File: config.mk
export PLATFORM = sky130hd
export DESIGN_NAME = dpf_cell
export DESIGN_NICKNAME = d
export VERILOG_FILES = /design/src/hdl/dpf_pkg.sv /design/src/hdl/dpf_cell.sv
export SDC_FILE = /design/constraint.sdc
export NUM_CORES = 1
export LEC_CHECK = 0
export ABC_AREA = 1
export BUFFER_PORTS_ARGS = -buffer_cell sky130_fd_sc_hd__buf_4
export CAP_MARGIN = 20
export CORE_ASPECT_RATIO = 1.25
export CORE_MARGIN = 2
export CORE_UTILIZATION = 52
export DETAILED_ROUTE_END_ITERATION = 8
export PLACE_DENSITY = 0.91
export RECOVER_POWER = 50
export SYNTH_ARGS = -nofsm -noshare
export SYNTH_HDL_FRONTEND = slang
export SYNTH_SLANG_ARGS = --single-unit
File: constraint.sdc
create_clock -name clk_i -period 3.95 [get_ports clk_i]
set_input_delay 0 -clock clk_i [delete_from_list [all_inputs] [get_ports clk_i]]
set_output_delay 0 -clock clk_i [all_outputs]
set_load 0.1 [all_outputs]
File: src/hdl/dpf_pkg.sv
// shared types, codes and helpers for the dedup packet fifo
`default_nettype none
package dpf_pkg;

  typedef enum logic [1:0] {
    MODE_ADD = 2'd0,
    MODE_FWD = 2'd1,
    MODE_CNT = 2'd2,
    MODE_NOP = 2'd3
  } mode_e;

  // hit flags are summed this many cells per scan cycle
  localparam int unsigned GROUP = 8;
  localparam int unsigned LIMIT_BITS = 7;
  localparam int unsigned COUNT_BITS = 7;

  typedef struct packed {
    logic probe;  // latch compare hits against the held request
    logic shift;  // take the entry of the upper neighbor
    logic load;   // write the request into the selected cell
  } cell_ctrl_t;

  function automatic logic [3:0] popcount8(input logic [GROUP-1:0] bits);
    logic [3:0] sum;
    sum = '0;
    for (int k = 0; k < GROUP; k++) begin
      sum = sum + {3'b000, bits[k]};
    end
    return sum;
  endfunction

endpackage
`default_nettype wire

File: src/hdl/dpf_cell.sv
// one storage cell of the packet chain with its compare logic
`default_nettype none
module dpf_cell
  import dpf_pkg::*;
#(
  parameter int unsigned IDX       = 0,
  parameter int unsigned IDX_W     = 6,
  parameter int unsigned ID_BITS   = 16,
  parameter int unsigned TIME_BITS = 32
) (
  input  wire logic                 clk_i,
  input  wire logic                 rst_ni,
  input  wire cell_ctrl_t           ctrl_i,
  input  wire logic [IDX_W-1:0]     wr_pos_i,
  input  wire logic [ID_BITS-1:0]   req_src_i,
  input  wire logic [ID_BITS-1:0]   req_dst_i,
  input  wire logic [TIME_BITS-1:0] req_ts_i,
  input  wire logic [TIME_BITS-1:0] req_t0_i,
  input  wire logic [TIME_BITS-1:0] req_t1_i,
  input  wire logic [ID_BITS-1:0]   nb_src_i,
  input  wire logic [ID_BITS-1:0]   nb_dst_i,
  input  wire logic [TIME_BITS-1:0] nb_ts_i,
  input  wire logic                 nb_valid_i,
  output logic [ID_BITS-1:0]        src_o,
  output logic [ID_BITS-1:0]        dst_o,
  output logic [TIME_BITS-1:0]      ts_o,
  output logic                      valid_o,
  output logic                      dup_hit_o,
  output logic                      cnt_hit_o
);

  logic [ID_BITS-1:0]   src_q;
  logic [ID_BITS-1:0]   dst_q;
  logic [TIME_BITS-1:0] ts_q;
  logic                 valid_q;
  logic                 dup_hit_q;
  logic                 cnt_hit_q;
  logic                 sel;
  logic                 dup_d;
  logic                 cnt_d;

  assign sel   = (wr_pos_i == IDX_W'(IDX));
  assign dup_d = valid_q && (src_q == req_src_i) && (dst_q == req_dst_i) && (ts_q == req_ts_i);
  assign cnt_d = valid_q && (dst_q == req_dst_i) && (ts_q >= req_t0_i) && (ts_q <= req_t1_i);

  always_ff @(posedge clk_i or negedge rst_ni) begin
    if (!rst_ni) begin
      valid_q   <= 1'b0;
      dup_hit_q <= 1'b0;
      cnt_hit_q <= 1'b0;
    end else begin
      if (ctrl_i.probe) begin
        dup_hit_q <= dup_d;
        cnt_hit_q <= cnt_d;
      end
      if (ctrl_i.shift) begin
        valid_q <= nb_valid_i;
      end
      if (ctrl_i.load && sel) begin
        valid_q <= 1'b1;
      end
    end
  end

  always_ff @(posedge clk_i) begin
    if (ctrl_i.shift) begin
      src_q <= nb_src_i;
      dst_q <= nb_dst_i;
      ts_q  <= nb_ts_i;
    end
    if (ctrl_i.load && sel) begin
      src_q <= req_src_i;
      dst_q <= req_dst_i;
      ts_q  <= req_ts_i;
    end
  end

  assign src_o     = src_q;
  assign dst_o     = dst_q;
  assign ts_o      = ts_q;
  assign valid_o   = valid_q;
  assign dup_hit_o = dup_hit_q;
  assign cnt_hit_o = cnt_hit_q;

endmodule
`default_nettype wire

== Word-level counts from Yosys, hierarchy flattened ==
Index checks and enable logic that the tools add are counted.
Operators by class
  reductions and logical operators: 9
  order comparisons: 2
  mux-type cells: 8
  eq/ne operators: 3
Operator list (count)
  two-way mux 16 bit: 4
  two-way mux 32 bit: 2
  == test 16 bit: 2
  == test 32 bit: 1
  greater-or-equal comparator 32 bit: 1
  <= comparator 32 bit: 1
  logical AND 1 bit: 7
  logical NOT 6 bit: 1
  two-way mux 1 bit: 2
  nonzero test 2 bit: 1
Word-level totals
  output and inout bits: 67
  input bits: 204
  word-level logic and storage cells: 28
  register bits: 67

== Longest topological paths before layout ==
  depth in word-level cells: 4
  gate-level depth with buffers: 16

== Worst setup path after synthesis ==
OpenSTA, ideal clock, no wires.
  path kind: input port to flip-flop
  start point: input port wr_pos_i[1]
  end point: register dst_q[0] (netlist: dst_o[0]), enable pin
  data required time: 3526 ps
  setup time: 424 ps
  path slack: 1382 ps
  stages on the path: 5
  arrival: 2145 ps
  cell sequence: nor4_2 -> nand3_2 -> clkbuf_8 -> buf_6 -> nand2_1
Between the ends
  cells in the longest elaborated chain, start to end: 3
RTL lines
  start: declaration: RTL line dpf_cell.sv:14  | input wire logic [IDX_W-1:0] wr_pos_i,
  logical NOT 6 bit: RTL line dpf_cell.sv:42  | assign sel = (wr_pos_i == IDX_W'(IDX));
  logical AND 1 bit: RTL line dpf_cell.sv:71  | if (ctrl_i.load && sel) begin
  nonzero test 2 bit (no source line)
  end signal: assignment: RTL line dpf_cell.sv:68  | dst_q <= nb_dst_i;
  end signal: assignment: RTL line dpf_cell.sv:73  | dst_q <= req_dst_i;
  end: declaration: RTL line dpf_cell.sv:33  | logic [ID_BITS-1:0] dst_q;
Every way passes these cells.
A chain may end at the register's enable or synchronous reset.

== Worst setup path after layout ==
  start point: input port wr_pos_i[1]
  end point: register ts_q[17] (netlist: ts_o[17]), data pin
Between the ends
  cells in the longest elaborated chain, start to end: 3
RTL lines
  logical NOT 6 bit: RTL line dpf_cell.sv:42
  logical AND 1 bit: RTL line dpf_cell.sv:71
  two-way mux 32 bit: RTL line dpf_cell.sv:71
  end signal: assignment: RTL line dpf_cell.sv:69  | ts_q <= nb_ts_i;
  end signal: assignment: RTL line dpf_cell.sv:74  | ts_q <= req_ts_i;
  end: declaration: RTL line dpf_cell.sv:34  | logic [TIME_BITS-1:0] ts_q;
Every way passes these cells.

==> flow_summary.toml <==
[status]
outcome = "completed"

[pwr]
power_uw = 2810
powerDensity_mw_per_mm2 = 325
power.leakage_uw = 0.00451
irDropWorstVdd_mv = 0.251

[setup_path]
cp_data_arrival_time_ns = 2.87
start_kind = "input port"
cp-end-kind = "register"
crit_family = "buffers and inverters"
worstSetupPathType = "in2reg"
cp_cell_sequence = "clkbuf_4 -> nor4_1 -> nand3_4 -> buf_4 -> clkbuf_2 -> mux2_2 -> dlygate4sd3_1"
required_ns = 4.02
slowest_delay_ns = 0.78
critPathBufInv = 4
critical_path.slowest_cell = "clkbuf_2"
crit_path_max_fanout = 60

[clocking]
clock-sinks = 67
cts_tree = "done"
cts_buffers = 9
clockRootBuffer = "clkbuf_16"
clk_pin_slew_worst_paths_ns = 0.06
clock_latency_ns = 0.33
cts_max_path_buffers = 2
cts.htree.levels = 3

[die]
initial_utilization_pct = 52.5
io_pins = 271
coreArea_mm2 = 0.0110
die_h_um = 122
num_rows = 43
die_area_mm2 = 0.0119
die_w_um = 98.2

[sta]
tightest_slew_ns = 1.31
fmax_mhz = 356
fin_crit_ns = 2.81
rsz0062_at_grt = "false"
setup_viol = 0
slew_headroom_pct = 12.6
finalMaxSlewViolations = 0
hold_viol = 0
timing.final.crit_share_pct = 71.0
setup_slack_ns = 1.14
tns_ns = 0
clock_skew_ns = 0.00987

[global_route]
groute.usage.overall_pct = 35.8
grt_first_pass_wirelength_um = 33600
grt_max_degree = 65
antenna_found_initial = 0
grt_pass1_vias = 6774
grt_overflow_total = 0

[synthesis]
synth.yosys.seq_area_share_pct = 34.7
post_synth.cell_area_avg_um2 = 7.85
syn_inst = 734
synth-warning-count = 0
synth_cell_types = 32
synth_area_mm2 = 0.00576
synth_nets = 1002
ys_ff_latch = 67

[final_layout]
nets = 1358
area_delta_synth_final_pct = 50.2
diodes = 0
design_area_mm2 = 0.00866
final_cell_mix = "buf_4, nand2_1, inv_1, dlygate4sd3_1, clkbuf_1"
final_cells = 1230
layout_commonest_cell = "buf_4"
layout-drive-gt1-share_pct = 23.3

[route]
num_vias = 6624
drt-wirelength-per-cell_um = 17.8
drt_pass1_iterations = 5
totalWireLength_um = 21900
ant_nets = 0
avgViaCountPerCell = 5.39
remaining_drc_errors = 0
initialDrtViolationCount = 463

[placed_design]
dpl.cell_count = 1129
port_buffers = 270
pre_cts_ws_ns = 1.85
place_area_mm2 = 0.00785
post-dp-hpwl_um = 14800
gp_congestion = 0.872

[flow_run]
maxCapViolCount = 0

[hold_path]
min_path_type = "in2reg"
[logic make-up after synthesis]
| kind of cell | synth area share (%) |
|---|---|
| DFF | 34.7 |
| xor gates and xnor gates | 2.28 |
| buffers and inverters | 12.1 |
| adders and majority gates | 13.9 |
| muxes | 3.78 |
| AOI/OAI and AO/OA | 13.1 |
| and+or+nand+nor | 20.2 |
[where the power goes]
part	internal, µW	total, µW	switching (µW)
sequential	849	924	74.9
combinational	358	1100	739
clock	480	792	312
total	1690	2810	1130
[cells in the mapped netlist (all sizes together)]
| cell | instances | area [µm²] |
|---|---|---|
| edfxtp | 64 | 1920 |
| or2 | 2 | 12.5 |
| nor2 | 57 | 214 |
| nor4 | 2 | 18.8 |
| clkbuf | 1 | 13.8 |
| o22ai | 8 | 50.1 |
| a221oi | 1 | 8.76 |
| and3 | 1 | 6.26 |
| nor3b | 2 | 15.0 |
| nand3b | 2 | 15.0 |
| inv | 149 | 559 |
| ha | 64 | 801 |
| a21o | 2 | 15.0 |
| a211oi | 1 | 7.51 |
| nor3 | 5 | 25.0 |
| a21oi | 32 | 160 |
| o211ai | 1 | 7.51 |
| nand3 | 6 | 35.0 |
| xnor2 | 9 | 78.8 |
| buf | 11 | 124 |
| o21ai | 71 | 475 |
| nand2 | 199 | 747 |
| mux2 | 19 | 218 |
| xor2 | 6 | 52.6 |
| dfrtp | 3 | 75.1 |
| nand4 | 12 | 75.1 |
| o21a | 4 | 30.0 |
[metrics by stage]
stage	hold slack (ns)	utilization [%]
5_1_grt	0.0215	78.9
2_1_floorplan	-0.296	-
6_report	0.0160	78.9
3_5_place_dp	-0.199	71.5
4_1_cts	0.00239	81.9
3_3_place_gp	-0.200	71.5
[final timing paths]
kind                         startpoint        end  slack, ns  cells past startpoint
max                         wr_pos_i[1]   ts_o[17]       1.14                      7
min                        req_src_i[4]   src_o[4]       0.02                      2
max reg2reg                    ts_o[30]  cnt_hit_o       2.00                     10
min reg2reg                   cnt_hit_o  cnt_hit_o       0.51                      2
max in group asynchronous        rst_ni  dup_hit_o       3.18                      3
min in group asynchronous        rst_ni  cnt_hit_o       0.60                      3
[repair_timing]
action                     4_1_cts  5_1_grt
setup endpoints to repair        0        0
resized for setup                0        0
hold endpoints to repair        70        0
setup buffers                    0        0
hold buffers                    85        0
[worst register-to-register path, cell delays in order, from the launching register on]
cell	delay, ns
edfxtp_1	0.51
ha_1	0.34
nand2_1	0.07
nor2_1	0.17
nand2_1	0.09
nor4_1	0.31
nand2_1	0.10
nand2_1	0.06
nand2_1	0.04
nand2_1	0.09
nand2_1	0.05
[final cells by class]
class | instances | area [µm²]
Clock buffer | 9 | 225
Clock inverter | 7 | 58.8
Fill cell | 757 | 2320
Inverter | 149 | 559
Multi-Input combinational cell | 506 | 3010
Sequential cell | 67 | 2000
Tap cell | 135 | 169
Timing Repair Buffer | 357 | 2640
[sequential cells by signal, indices dropped and copies added, names as in the netlist]
name	flops
dst_o	16
cnt_hit_o	1
valid_o	1
ts_o	32
src_o	16
dup_hit_o	1
[metal layers]
| layer | vias to the layer above | GRT usage [%] | share of wire [%] |
|---|---|---|---|
| li1 | 3099 | - | - |
| met1 | 3045 | 38.7 | 34 |
| met2 | 380 | 67.6 | 53 |
| met3 | 100 | 5.97 | 7.4 |
| met4 | 0 | 17.2 | 5.6 |
| met5 | - | 0 | 0 |
No activity file was read; power rests on OpenSTA's default activity.
